File: src/clock_offset_tracker_assert.svh
// Assertion macros for the clock offset tracker.
// Expects signals named clk and rst in the scope where a macro is used.
`ifndef CLOCK_OFFSET_TRACKER_ASSERT_SVH
`define CLOCK_OFFSET_TRACKER_ASSERT_SVH

// The consequent must hold in the same cycle as the antecedent.
`define COT_ASSERT_NOW(label, ante, cons, msg) \
  label: assert property (@(posedge clk) disable iff (rst) (ante) |-> (cons)) \
    else $error(msg);

// The consequent must hold in the cycle after the antecedent.
`define COT_ASSERT_NEXT(label, ante, cons, msg) \
  label: assert property (@(posedge clk) disable iff (rst) (ante) |=> (cons)) \
    else $error(msg);

`endif

File: src/cot_pkg.sv
// Package for the clock offset tracker: item types, command, status and
// register index codes, and register reset values. No dependencies.
`default_nettype none

package cot_pkg;

  localparam logic [1:0] CMD_REQUEST  = 2'd0;
  localparam logic [1:0] CMD_RESPONSE = 2'd1;
  localparam logic [1:0] CMD_REBASE   = 2'd2;
  localparam logic [1:0] CMD_RESET    = 2'd3;

  localparam logic [2:0] STATUS_ACCEPTED = 3'd0;
  localparam logic [2:0] STATUS_SLEWED   = 3'd1;
  localparam logic [2:0] STATUS_JUMPED   = 3'd2;
  localparam logic [2:0] STATUS_UNKNOWN  = 3'd3;
  localparam logic [2:0] STATUS_RECORDED = 3'd4;
  localparam logic [2:0] STATUS_FALLBACK = 3'd5;

  localparam logic [1:0] CFG_STALE_AFTER = 2'd0;
  localparam logic [1:0] CFG_SLEW_BAND   = 2'd1;
  localparam logic [1:0] CFG_MAX_SLEW    = 2'd2;

  localparam logic [31:0] STALE_AFTER_RESET = 32'd5000;
  localparam logic [30:0] SLEW_BAND_RESET   = 31'd100;
  localparam logic [30:0] MAX_SLEW_RESET    = 31'd5;

  typedef struct packed {
    logic [1:0]  command;
    logic [31:0] tag;
    logic [31:0] remote_value;
    logic [31:0] local_now;
  } in_t;

  typedef struct packed {
    logic [2:0]  status;
    logic [31:0] result_time;
    logic        is_fresh;
    logic [31:0] offset_out;
    logic [31:0] round_trip_out;
  } out_t;

  typedef struct packed {
    logic [31:0] tag;
    logic [31:0] sent;
  } entry_t;

endpackage

`default_nettype wire

File: src/clock_offset_tracker.sv
// Clock offset tracker: top level with the request window memory and the
// shared 32-bit add/subtract unit under one sequencer. Depends on cot_pkg.
//
// The block takes one item at a time. A request item passes through the
// window write, an age check and the final step; a rebase through the age
// check, the rebase subtraction when the estimate is fresh, and the final
// step; a reset item goes straight to the final step. A response item
// searches the window of outstanding requests through the single read port
// of the window memory, one entry per cycle, and then runs up to seven steps
// of the shared 32-bit adder. The window is a circular buffer, so old
// entries are dropped by advancing the head pointer. There is no clearing
// pass after reset. A finished result waits in the output register while the
// next item is accepted; if the previous result has still not been taken,
// the sequencer holds in its final step.
`default_nettype none

module clock_offset_tracker #(
  parameter int WINDOW = 8
) (
  input  wire logic           clk,
  input  wire logic           rst,
  input  wire logic           item_valid,
  output logic                item_ready,
  input  wire cot_pkg::in_t   item,
  output logic                result_valid,
  input  wire logic           result_ready,
  output cot_pkg::out_t       result,
  input  wire logic           cfg_we,
  input  wire logic [1:0]     cfg_index,
  input  wire logic [31:0]    cfg_data
);

  localparam int AW = (WINDOW > 1) ? $clog2(WINDOW) : 1;
  localparam int CW = $clog2(WINDOW + 1);

  localparam logic [3:0] ST_IDLE = 4'd0;
  localparam logic [3:0] ST_REQ  = 4'd1;
  localparam logic [3:0] ST_SRCH = 4'd2;
  localparam logic [3:0] ST_RTT  = 4'd3;
  localparam logic [3:0] ST_MID  = 4'd4;
  localparam logic [3:0] ST_SMP  = 4'd5;
  localparam logic [3:0] ST_AGE  = 4'd6;
  localparam logic [3:0] ST_DIF  = 4'd7;
  localparam logic [3:0] ST_ABS  = 4'd8;
  localparam logic [3:0] ST_DEC  = 4'd9;
  localparam logic [3:0] ST_SLEW = 4'd10;
  localparam logic [3:0] ST_REB  = 4'd11;
  localparam logic [3:0] ST_FIN  = 4'd12;

  function automatic logic [AW-1:0] ptr_inc(input logic [AW-1:0] p);
    return (p == AW'(WINDOW - 1)) ? '0 : p + AW'(1);
  endfunction

  logic [3:0]  state;
  logic [31:0] stale_after;
  logic [30:0] slew_band;
  logic [30:0] max_slew;

  logic        have_offset;
  logic [31:0] offset;
  logic [31:0] round_trip;
  logic [31:0] last_sample_time;
  logic [CW-1:0] count;
  logic [AW-1:0] head;
  logic [AW-1:0] tail;

  logic [AW-1:0] srch_addr;
  logic [CW-1:0] issued;
  logic          rd_vld;
  logic [AW-1:0] cmp_addr;
  logic [CW-1:0] cmp_pos;

  cot_pkg::entry_t mem [WINDOW];
  cot_pkg::entry_t rd_data;
  logic            rd_en;

  cot_pkg::in_t cur;
  logic [31:0] sent;
  logic [31:0] rtt;
  logic [31:0] mid;
  logic [31:0] sample;
  logic [31:0] diff;
  logic [31:0] absd;
  logic [31:0] res_time;
  logic [2:0]  status;
  logic        fresh;
  logic        hit;

  logic [31:0] add_a;
  logic [31:0] add_b;
  logic        add_sub;
  logic [31:0] add_res;

  logic item_acc;
  logic hit_now;
  logic fin_go;
  logic clamp;

  assign item_ready = (state == ST_IDLE) && !rst;
  assign item_acc   = item_valid && item_ready;
  assign hit_now    = (state == ST_SRCH) && rd_vld && (rd_data.tag == cur.tag);
  assign fin_go     = (state == ST_FIN) && (!result_valid || result_ready);
  assign rd_en      = (state == ST_SRCH) && !hit_now && (issued < count);
  assign clamp      = absd > {1'b0, max_slew};

  always_comb begin
    add_a   = '0;
    add_b   = '0;
    add_sub = 1'b0;
    unique case (state)
      ST_RTT: begin
        add_a   = cur.local_now;
        add_b   = sent;
        add_sub = 1'b1;
      end
      ST_MID: begin
        add_a = sent;
        add_b = {1'b0, rtt[31:1]};
      end
      ST_SMP: begin
        add_a   = cur.remote_value;
        add_b   = mid;
        add_sub = 1'b1;
      end
      ST_AGE: begin
        add_a   = cur.local_now;
        add_b   = last_sample_time;
        add_sub = 1'b1;
      end
      ST_DIF: begin
        add_a   = sample;
        add_b   = offset;
        add_sub = 1'b1;
      end
      ST_ABS: begin
        add_a   = diff[31] ? '0 : diff;
        add_b   = diff[31] ? diff : '0;
        add_sub = 1'b1;
      end
      ST_SLEW: begin
        add_a   = offset;
        add_b   = clamp ? {1'b0, max_slew} : diff;
        add_sub = clamp && diff[31];
      end
      ST_REB: begin
        add_a   = cur.remote_value;
        add_b   = offset;
        add_sub = 1'b1;
      end
      default: begin
        add_a   = '0;
        add_b   = '0;
        add_sub = 1'b0;
      end
    endcase
  end

  assign add_res = add_sub ? (add_a - add_b) : (add_a + add_b);

  always_ff @(posedge clk) begin
    if (state == ST_REQ) begin
      mem[tail] <= '{tag: cur.tag, sent: cur.local_now};
    end
    if (rd_en) begin
      rd_data <= mem[srch_addr];
    end
  end

  always_ff @(posedge clk) begin
    if (rst) begin
      stale_after <= cot_pkg::STALE_AFTER_RESET;
      slew_band   <= cot_pkg::SLEW_BAND_RESET;
      max_slew    <= cot_pkg::MAX_SLEW_RESET;
    end else if (cfg_we) begin
      case (cfg_index)
        cot_pkg::CFG_STALE_AFTER: stale_after <= cfg_data;
        cot_pkg::CFG_SLEW_BAND:   slew_band   <= cfg_data[30:0];
        cot_pkg::CFG_MAX_SLEW:    max_slew    <= cfg_data[30:0];
        default: ;
      endcase
    end
  end

  always_ff @(posedge clk) begin
    if (rst) begin
      state            <= ST_IDLE;
      have_offset      <= 1'b0;
      offset           <= '0;
      round_trip       <= '0;
      last_sample_time <= '0;
      count            <= '0;
      head             <= '0;
      tail             <= '0;
      srch_addr        <= '0;
      issued           <= '0;
      rd_vld           <= 1'b0;
      cmp_addr         <= '0;
      cmp_pos          <= '0;
      result_valid     <= 1'b0;
    end else begin
      if (fin_go) begin
        result_valid <= 1'b1;
      end else if (result_ready) begin
        result_valid <= 1'b0;
      end
      unique case (state)
        ST_IDLE: begin
          if (item_acc) begin
            unique case (item.command)
              cot_pkg::CMD_REQUEST:  state <= ST_REQ;
              cot_pkg::CMD_RESPONSE: begin
                state     <= ST_SRCH;
                srch_addr <= head;
                issued    <= '0;
                rd_vld    <= 1'b0;
              end
              cot_pkg::CMD_REBASE:   state <= ST_AGE;
              default: begin
                state            <= ST_FIN;
                have_offset      <= 1'b0;
                offset           <= '0;
                round_trip       <= '0;
                last_sample_time <= '0;
                count            <= '0;
                head             <= '0;
                tail             <= '0;
              end
            endcase
          end
        end
        ST_REQ: begin
          tail <= ptr_inc(tail);
          if (count == CW'(WINDOW)) begin
            head <= ptr_inc(head);
          end else begin
            count <= count + CW'(1);
          end
          state <= ST_AGE;
        end
        ST_SRCH: begin
          rd_vld <= rd_en;
          if (hit_now) begin
            head  <= ptr_inc(cmp_addr);
            count <= count - cmp_pos - CW'(1);
            state <= ST_RTT;
          end else if (rd_en) begin
            cmp_addr  <= srch_addr;
            cmp_pos   <= issued;
            srch_addr <= ptr_inc(srch_addr);
            issued    <= issued + CW'(1);
          end else begin
            state <= ST_AGE;
          end
        end
        ST_RTT:  state <= ST_MID;
        ST_MID:  state <= ST_SMP;
        ST_SMP:  state <= ST_AGE;
        ST_AGE: begin
          if (hit) begin
            round_trip       <= rtt;
            last_sample_time <= cur.local_now;
            if (!(have_offset && (add_res < stale_after))) begin
              offset      <= sample;
              have_offset <= 1'b1;
              state       <= ST_FIN;
            end else begin
              state <= ST_DIF;
            end
          end else if ((cur.command == cot_pkg::CMD_REBASE)
                       && have_offset && (add_res < stale_after)) begin
            state <= ST_REB;
          end else begin
            state <= ST_FIN;
          end
        end
        ST_DIF:  state <= ST_ABS;
        ST_ABS:  state <= ST_DEC;
        ST_DEC: begin
          if (diff == '0) begin
            state <= ST_FIN;
          end else if (absd > {1'b0, slew_band}) begin
            offset <= sample;
            state  <= ST_FIN;
          end else begin
            state <= ST_SLEW;
          end
        end
        ST_SLEW: begin
          offset <= add_res;
          state  <= ST_FIN;
        end
        ST_REB:  state <= ST_FIN;
        ST_FIN: begin
          if (fin_go) begin
            state <= ST_IDLE;
          end
        end
        default: state <= ST_IDLE;
      endcase
    end
  end

  always_ff @(posedge clk) begin
    unique case (state)
      ST_IDLE: begin
        if (item_acc) begin
          cur      <= item;
          res_time <= '0;
          hit      <= 1'b0;
          fresh    <= 1'b0;
          status   <= (item.command == cot_pkg::CMD_REQUEST) ?
                      cot_pkg::STATUS_RECORDED : cot_pkg::STATUS_ACCEPTED;
        end
      end
      ST_SRCH: begin
        if (hit_now) begin
          sent <= rd_data.sent;
          hit  <= 1'b1;
        end else if (!rd_en) begin
          status <= cot_pkg::STATUS_UNKNOWN;
        end
      end
      ST_RTT: rtt    <= add_res;
      ST_MID: mid    <= add_res;
      ST_SMP: sample <= add_res;
      ST_AGE: begin
        fresh <= have_offset && (add_res < stale_after);
        if ((cur.command == cot_pkg::CMD_REBASE)
            && !(have_offset && (add_res < stale_after))) begin
          status   <= cot_pkg::STATUS_FALLBACK;
          res_time <= cur.local_now;
        end
      end
      ST_DIF: diff <= add_res;
      ST_ABS: absd <= add_res;
      ST_DEC: begin
        if (diff == '0) begin
          status <= cot_pkg::STATUS_ACCEPTED;
        end else if (absd > {1'b0, slew_band}) begin
          status <= cot_pkg::STATUS_JUMPED;
        end else begin
          status <= cot_pkg::STATUS_SLEWED;
        end
      end
      ST_REB: res_time <= add_res;
      ST_FIN: begin
        if (fin_go) begin
          result.status         <= status;
          result.result_time    <= res_time;
          result.is_fresh       <= hit ? (stale_after != '0) : fresh;
          result.offset_out     <= offset;
          result.round_trip_out <= round_trip;
        end
      end
      default: ;
    endcase
  end

  `include "clock_offset_tracker_assert.svh"

  `COT_ASSERT_NOW(a_count_bound, 1'b1, count <= CW'(WINDOW), "pending count exceeds window")
  `COT_ASSERT_NOW(a_search_bound, state == ST_SRCH, issued <= count, "search ran past window")
  `COT_ASSERT_NEXT(a_busy_after_accept, item_acc, state != ST_IDLE, "idle after accepting item")
  `COT_ASSERT_NEXT(a_hit_shrinks, hit_now, count < $past(count), "hit did not drop entries")

endmodule

`default_nettype wire

File: config.mk
export PLATFORM = sky130hd
export DESIGN_NAME = clock_offset_tracker
export DESIGN_NICKNAME = d
export VERILOG_FILES = /design/src/cot_pkg.sv /design/src/clock_offset_tracker.sv
export VERILOG_INCLUDE_DIRS = /design/src /design/src/src
export SDC_FILE = /design/constraint.sdc
export NUM_CORES = 2
export LEC_CHECK = 0
export ABC_AREA = 1
export BUFFER_PORTS_ARGS = -buffer_cell sky130_fd_sc_hd__buf_2
export CORE_UTILIZATION = 55
export CTS_BUF_LIST = sky130_fd_sc_hd__clkbuf_8 sky130_fd_sc_hd__clkbuf_16
export CTS_CLUSTER_DIAMETER = 30
export DETAILED_ROUTE_END_ITERATION = 6
export PLACE_DENSITY_LB_ADDON = 0.3
export SLEW_MARGIN = 10
export SYNTH_ARGS = -nofsm -noshare
export SYNTH_HDL_FRONTEND = slang
export SYNTH_SLANG_ARGS = --single-unit
File: constraint.sdc
create_clock -name clk -period 21.7 [get_ports clk]
set_clock_uncertainty 0.05 [all_clocks]
set_input_delay 2.17 -clock clk [delete_from_list [all_inputs] [get_ports clk]]
set_output_delay 2.17 -clock clk [all_outputs]
set_load 0.005 [all_outputs]
# Word-level counts from Yosys, hierarchy flattened
# Memories as Yosys holds them, arrays and structs flattened. A register that Yosys moved wholly into a read port is not among the register bits.
# Cells that the tools add are included.
# word_totals
mem_bits_rw	512
input_bits	137
memories	1
elab_cells	230
ff_bits	648
out_inout_bits	102
# memory_table
name	words	word_bits	rd	rd_ports_with_merged_regs	write_ports	line_no	text
mem	8	64	1	1	1	clock_offset_tracker.sv:73	cot_pkg::entry_t mem [WINDOW];
# op_classes
n_eq_ne	39
addsub	10
mux	82
reduce_logical	57
magnitude_cmp	4
bitwise	1
# ops
operator	count
32-bit 2-to-1 mux	13
32-bit case mux with 7 select lines	1
32-bit case mux with 6 select lines	1
32-bit case mux with 2 select lines	2
32-bit case mux with 4 select lines	1
32-bit case mux with 3 select lines	1
32-bit by 31-bit greater-than comparator with 1-bit output	2
3-bit 2-to-1 mux	20
4-bit 2-to-1 mux	14
4-bit case mux with 11 select lines	1
32-bit adder	1
32-bit equality test	1
32-bit zero test	1
32-bit less-than comparator	1
32-bit nonzero test	1
32-bit subtractor	1
31-bit 2-to-1 mux	1
2-bit != test (second input constant)	13
5-bit AND reduction	5
4-bit equality test (second input constant)	6
4-bit case mux with 3 select lines	2
3-bit AND reduction	6
4-bit by 3-bit equality test with 1-bit output (second input constant)	4
2-bit AND reduction	7
other kinds (33)	87

# Logic depth before layout (Yosys ltp)
# depth
depth_word	11
depth_mapped	54
ltp_nobuf	53

# Least setup slack after synthesis
# Ideal clock, no wire load.
# synth_timing
path_kind	input to register
from	in result_ready
to	reg result[0] in the netlist's numbering (enable)
path_stages	2
path_slack_ps	11920
t_required_ps	20966
path_buffers	0
setup_time_ps	684
t_arrival_ps	9046
path_cell_list	nor2_1 nor3_1
# synth_via
elab_chain_cells	3
# synth_rtl
item	line_no	text
start, declared	clock_offset_tracker.sv:26	input wire logic result_ready,
1-bit logical OR	clock_offset_tracker.sv:102	assign fin_go = (state == ST_FIN) && (!result_valid || result_ready);
1-bit logical AND	clock_offset_tracker.sv:102	
via fin_go	clock_offset_tracker.sv:96	logic fin_go;
2-bit AND reduction (no source line)	n/a	
end, declared	clock_offset_tracker.sv:27	output cot_pkg::out_t result,
# The timed path passes the listed nets, and every way through them passes these cells.
# A chain may end at the register's enable or synchronous reset.

# Worst setup path in the final report
# layout_timing
from	reg state[0]
to	reg offset[31]
# layout_via
elab_chain_cells	9
elab_cells_between_ends	33
# layout_rtl
item	line_no	text
start, declared	clock_offset_tracker.sv:54	logic [3:0] state;
start signal, assigned	clock_offset_tracker.sv:186	state <= ST_IDLE;
start signal, assigned	clock_offset_tracker.sv:210	cot_pkg::CMD_REQUEST: state <= ST_REQ;
start signal, assigned	clock_offset_tracker.sv:212	state <= ST_SRCH;
4-bit equality test, or another cell as far along	clock_offset_tracker.sv:110	unique case (state)
2-bit OR reduction (no source line)	n/a	
32-bit case mux with 7 select lines or 32-bit case mux with 6 select lines (tied branches)	clock_offset_tracker.sv:110	
32-bit adder or 32-bit subtractor (tied branches)	clock_offset_tracker.sv:158	assign add_res = add_sub ? (add_a - add_b) : (add_a + add_b);
32-bit 2-to-1 mux *	clock_offset_tracker.sv:158	
via add_res[29]	clock_offset_tracker.sv:92	logic [31:0] add_res;
32-bit less-than comparator *	clock_offset_tracker.sv:262	if (!(have_offset && (add_res < stale_after))) begin
1-bit logical AND *	clock_offset_tracker.sv:262	
2-bit != test (no source line) *	n/a	
7-bit AND reduction (no source line) *	n/a	
end signal, assigned	clock_offset_tracker.sv:263	offset <= sample;
end signal, assigned	clock_offset_tracker.sv:282	offset <= sample;
end signal, assigned	clock_offset_tracker.sv:289	offset <= add_res;
end, declared	clock_offset_tracker.sv:60	logic [31:0] offset;
# Mark *: on every way through the listed nets, which the timed path passes. The rest lies on a longest branch.

==> metrics.md <==
| Metric | Value |
|---|---|
| Cell chosen for the clock root | sky130_fd_sc_hd__clkbuf_16 |
| Max incr delay on CP | 860 ps |
| Nature of the critical path startpoint | register |
| Initial Util | 55.76% |
| Inst Count DP | ~6k |
| Syn Nets | about 5k |
| Class of the most critical hold timing path | register to register |
| Number of clock sinks | approximately 1.2k |
| Most common cell after layout, fill and taps aside | sky130_fd_sc_hd__edfxtp_1 |
| Synthesized netlist cell count | between 4k and 5k |
| Total standard cell area after synthesis | between 50000 and 60000 sq um |
| Per-cell routed wire length | around 24 microns |
| Power dissipated by switching net loads | approximately 3.6 mW |
| Clock share of power | 35.5% |
| Most common cell type on the critical path | sky130_fd_sc_hd__nand2_1 |
| Post-detailed-route count of antenna-violating nets | 0 |
| Unrepaired setup endpoints after global routing | false |
| Cell with the biggest individual delay on the critical path | sky130_fd_sc_hd__nor2_4 |
| Post-CTS setup repair buffer count | 0 |
| Kind of cell adding the most delay to the critical path | simple AND/OR/NAND/NOR gates |
| Sequential fraction of design power | between 30% and 40% |
| Final worst path period need | about 10000 ps |
| Violation count after the first detailed-route iteration | approximately 4.7k |
| Critical Path Sink Type | register |
| Final worst hold slack | around 360 ps |
| Total of buffers placed on input and output ports | approximately 240 |
| Clock-pin slew of the registers on the worst-case setup and hold paths | 50 ps |
| Cell row count | between 100 and 150 |
| Count of flip-flops with a built-in enable after synthesis | around 1.0k |
| Warning count from the yosys run | 0 |
| Net count reported at finish | 5249 |
| Internal power of the cells | between 6 and 7 mW |
| Die height | roughly 310 microns |
| Sequential fraction of the synthesis area | between 60 and 70% |
| Core Region | 93750 sq um |
| Top fanout value on the critical path | 27 |
| Flop and latch count out of synthesis | roughly 1.2k |
| Overall routed net length | 154.4 mm |
| Clock buffers created by TritonCTS | 219 |
| Worst endpoint data arrival time | about 11000 ps |
| Area enclosed by the die boundary | about 96000 sq um |
| Share of post-route cells with drive strength above 1 | between 10% and 20% |
| Average instance area after synthesis | ~11 sq um |
| Overflow after GRT | 0 |
| Vias in the first global route | roughly 38k |
| Max-cap check violation count | 0 |
| Worst supply voltage drop on vdd | around 0.13 mV |
| Number of antenna violations at the first check in global routing | 2 |
| Most used DFF post-synth | sky130_fd_sc_hd__edfxtp_1 |
| Detailed placer's ending HPWL | a little under 100 mm |
| Buf+Inv Stages, Crit Path | 7 |
| Post-Layout Cell Count | 6413 |
| Combinational share of power | between 30% and 40% |
| Critical path type | register to register |
| Maximum number of pins on one net before global-route repair | about 160 |
| Data required time at the worst endpoint | approximately 22000 ps |
| Final max-slew violation count | 0 |
| Clock latency of the later-clocked register in the worst-skew pair | slightly above 800 ps |
| Met2 GRT Util | between 40% and 50% |
| Finished Cell Area | between 60000 and 70000 sq um |
| Met3 global-route usage | around 7.5% |
| Gr busiest metal | met2 |
| Fin crit share | about half |
| Number of primary I/O pins | 239 |
| Cts repair resizes | 0 |
| Horizontal extent of the die | between 300 and 400 microns |
| Routed via count | around 39k |
| Async set-or-reset flop fraction in the synthesized netlist | 0% |
| Number of iterations in the first detailed-routing pass | 6 |
| Final-report setup violation count | 0 |
| Setup tns final | 0 ps |
| Final-report hold violation count | 0 |
| Cell variety after synth | 58 |
| Pwr per Cell Area | 157.6 nW/um^2 |
| Routing usage on met1 | approximately 44% |
| Leading cell types in the layout, fill and taps excluded | 1003 x sky130_fd_sc_hd__edfxtp_1, 611 x sky130_fd_sc_hd__nor2_1, 480 x sky130_fd_sc_hd__nand2_1, 441 x sky130_fd_sc_hd__o21ai_0, 397 x sky130_fd_sc_hd__inv_1 |
| Result of the run | completed |
| Clock tree from TritonCTS | yes |
| P_leak | between 20 and 25 nW |
| Number of levels the H-tree was split into | 4 |
| Area post-placement | ~55000 sq um |
| Drt drc | 0 |
| Layout overhead on the synthesized area | 19.52% |
| DR vias/cell | between 6 and 7 |
| Wire length of the first global-routing pass | 228.0 mm |
| CTS hold repair buffers | 0 |
| Global Route Usage Sum | between 30% and 40% |
| Highest clock rate | between 0.09 and 0.1 GHz |
| Transition time at the pin with the least slew margin | ~1400 ps |
| Clock Tree Buf Depth | 3 |
| Switching share of total power | between 30% and 40% |
| Gp weighted congestion | ~1.0 |
| Relative slew margins | roughly 5.1% |
-- state kept, by name (all words and copies together), names as in the netlist, 64 cells and up --
signal and count:
mem 512, result 100, cur 98, rd_data 64
-- worst paths after layout --
path,slack [ps],to,cells after the start,start
setup reg to reg,11240,offset[31]$_SDFFE_PP0P_,32,state[0]$_SDFFE_PP0P_
hold / removal,360,sent[31]$_DFFE_PP_,0,rd_data[31]$_DFFE_PP_
setup / recovery,11240,offset[31]$_SDFFE_PP0P_,32,state[0]$_SDFFE_PP0P_
hold reg to reg,360,sent[31]$_DFFE_PP_,0,rd_data[31]$_DFFE_PP_
-- logic make-up (layout without fill, tap and decap cells) --
kind of cell    Yosys count  count (layout)  synth area share, %
flops                  1224            1224                66.08
other cells               0               3                    0
simple gates           1408            1408                11.34
buf+inv                 643            1134                4.825
xor+xnor                 65              65                1.089
fa+ha+maj               149             149                3.595
compound gates         1176            1176                13.08
-- cell type report --
class | count | area (sq um)
flip-flops and latches | 1224 | 34550
fillers | 6789 | 31270
multi-input cells | 2798 | 15330
clock buffers | 231 | 5690
clock inverters | 183 | 2024
repair buffers | 315 | 1772
well taps | 1254 | 1569
inverters | 405 | 1536
diodes | 3 | 7.507
-- power groups by stage --
| stage | clock network, mW | registers, mW | logic [mW] |
|---|---|---|---|
| after floorplan | 0 | 3.22 | 1.89 |
| after global placement | 0 | 3.30 | 2.91 |
| after detailed placement | 0 | 3.30 | 2.96 |
| after CTS | 3.51 | 3.26 | 2.99 |
| after global routing | 3.63 | 3.28 | 3.33 |
| final | 3.50 | 3.27 | 3.08 |
-- synth_stat cells (19+ instances only) --
master                      instances  area [sq um]
sky130_fd_sc_hd__a211oi_1          48         360.4
sky130_fd_sc_hd__a21oi_1          313          1567
sky130_fd_sc_hd__a221oi_1          23         201.4
sky130_fd_sc_hd__a22oi_1           30         225.2
sky130_fd_sc_hd__a31oi_1           73         456.7
sky130_fd_sc_hd__buf_2             21         105.1
sky130_fd_sc_hd__clkbuf_1         182         683.2
sky130_fd_sc_hd__dfxtp_1          221          4424
sky130_fd_sc_hd__edfxtp_1        1003         30120
sky130_fd_sc_hd__ha_1             147          1839
sky130_fd_sc_hd__inv_1            378          1419
sky130_fd_sc_hd__inv_2             25         93.84
sky130_fd_sc_hd__nand2_1          481          1805
sky130_fd_sc_hd__nand3_1          118         590.6
sky130_fd_sc_hd__nand4_1           82         513.0
sky130_fd_sc_hd__nor2_1           616          2312
sky130_fd_sc_hd__nor3_1            37         185.2
sky130_fd_sc_hd__nor4_1            24         150.1
sky130_fd_sc_hd__o211ai_1          19         142.6
sky130_fd_sc_hd__o21ai_0          441          2207
sky130_fd_sc_hd__o22ai_1          125         782.0
sky130_fd_sc_hd__o2bb2ai_1         22         192.7
sky130_fd_sc_hd__xor2_1            56         490.5
-- per-stage QoR --
step	setup WS [ps]	utilization, %	power, mW
floorplan	11920	-	5.107
global placement	11800	58.41	6.208
detailed placement	11580	58.41	6.257
CTS	11530	66.63	9.769
global route	10950	66.63	10.24
finish	11240	66.64	9.847
-- layer usage --
metal	vias to the layer above	routed length, microns	part of all wire [%]
li1	17410	-	-
met1	18690	61540	40
met2	2390	69610	45
met3	395	17070	11
met4	2	6095	3.9
met5	-	43	0.028
No activity file was read; power rests on OpenSTA's default activity.
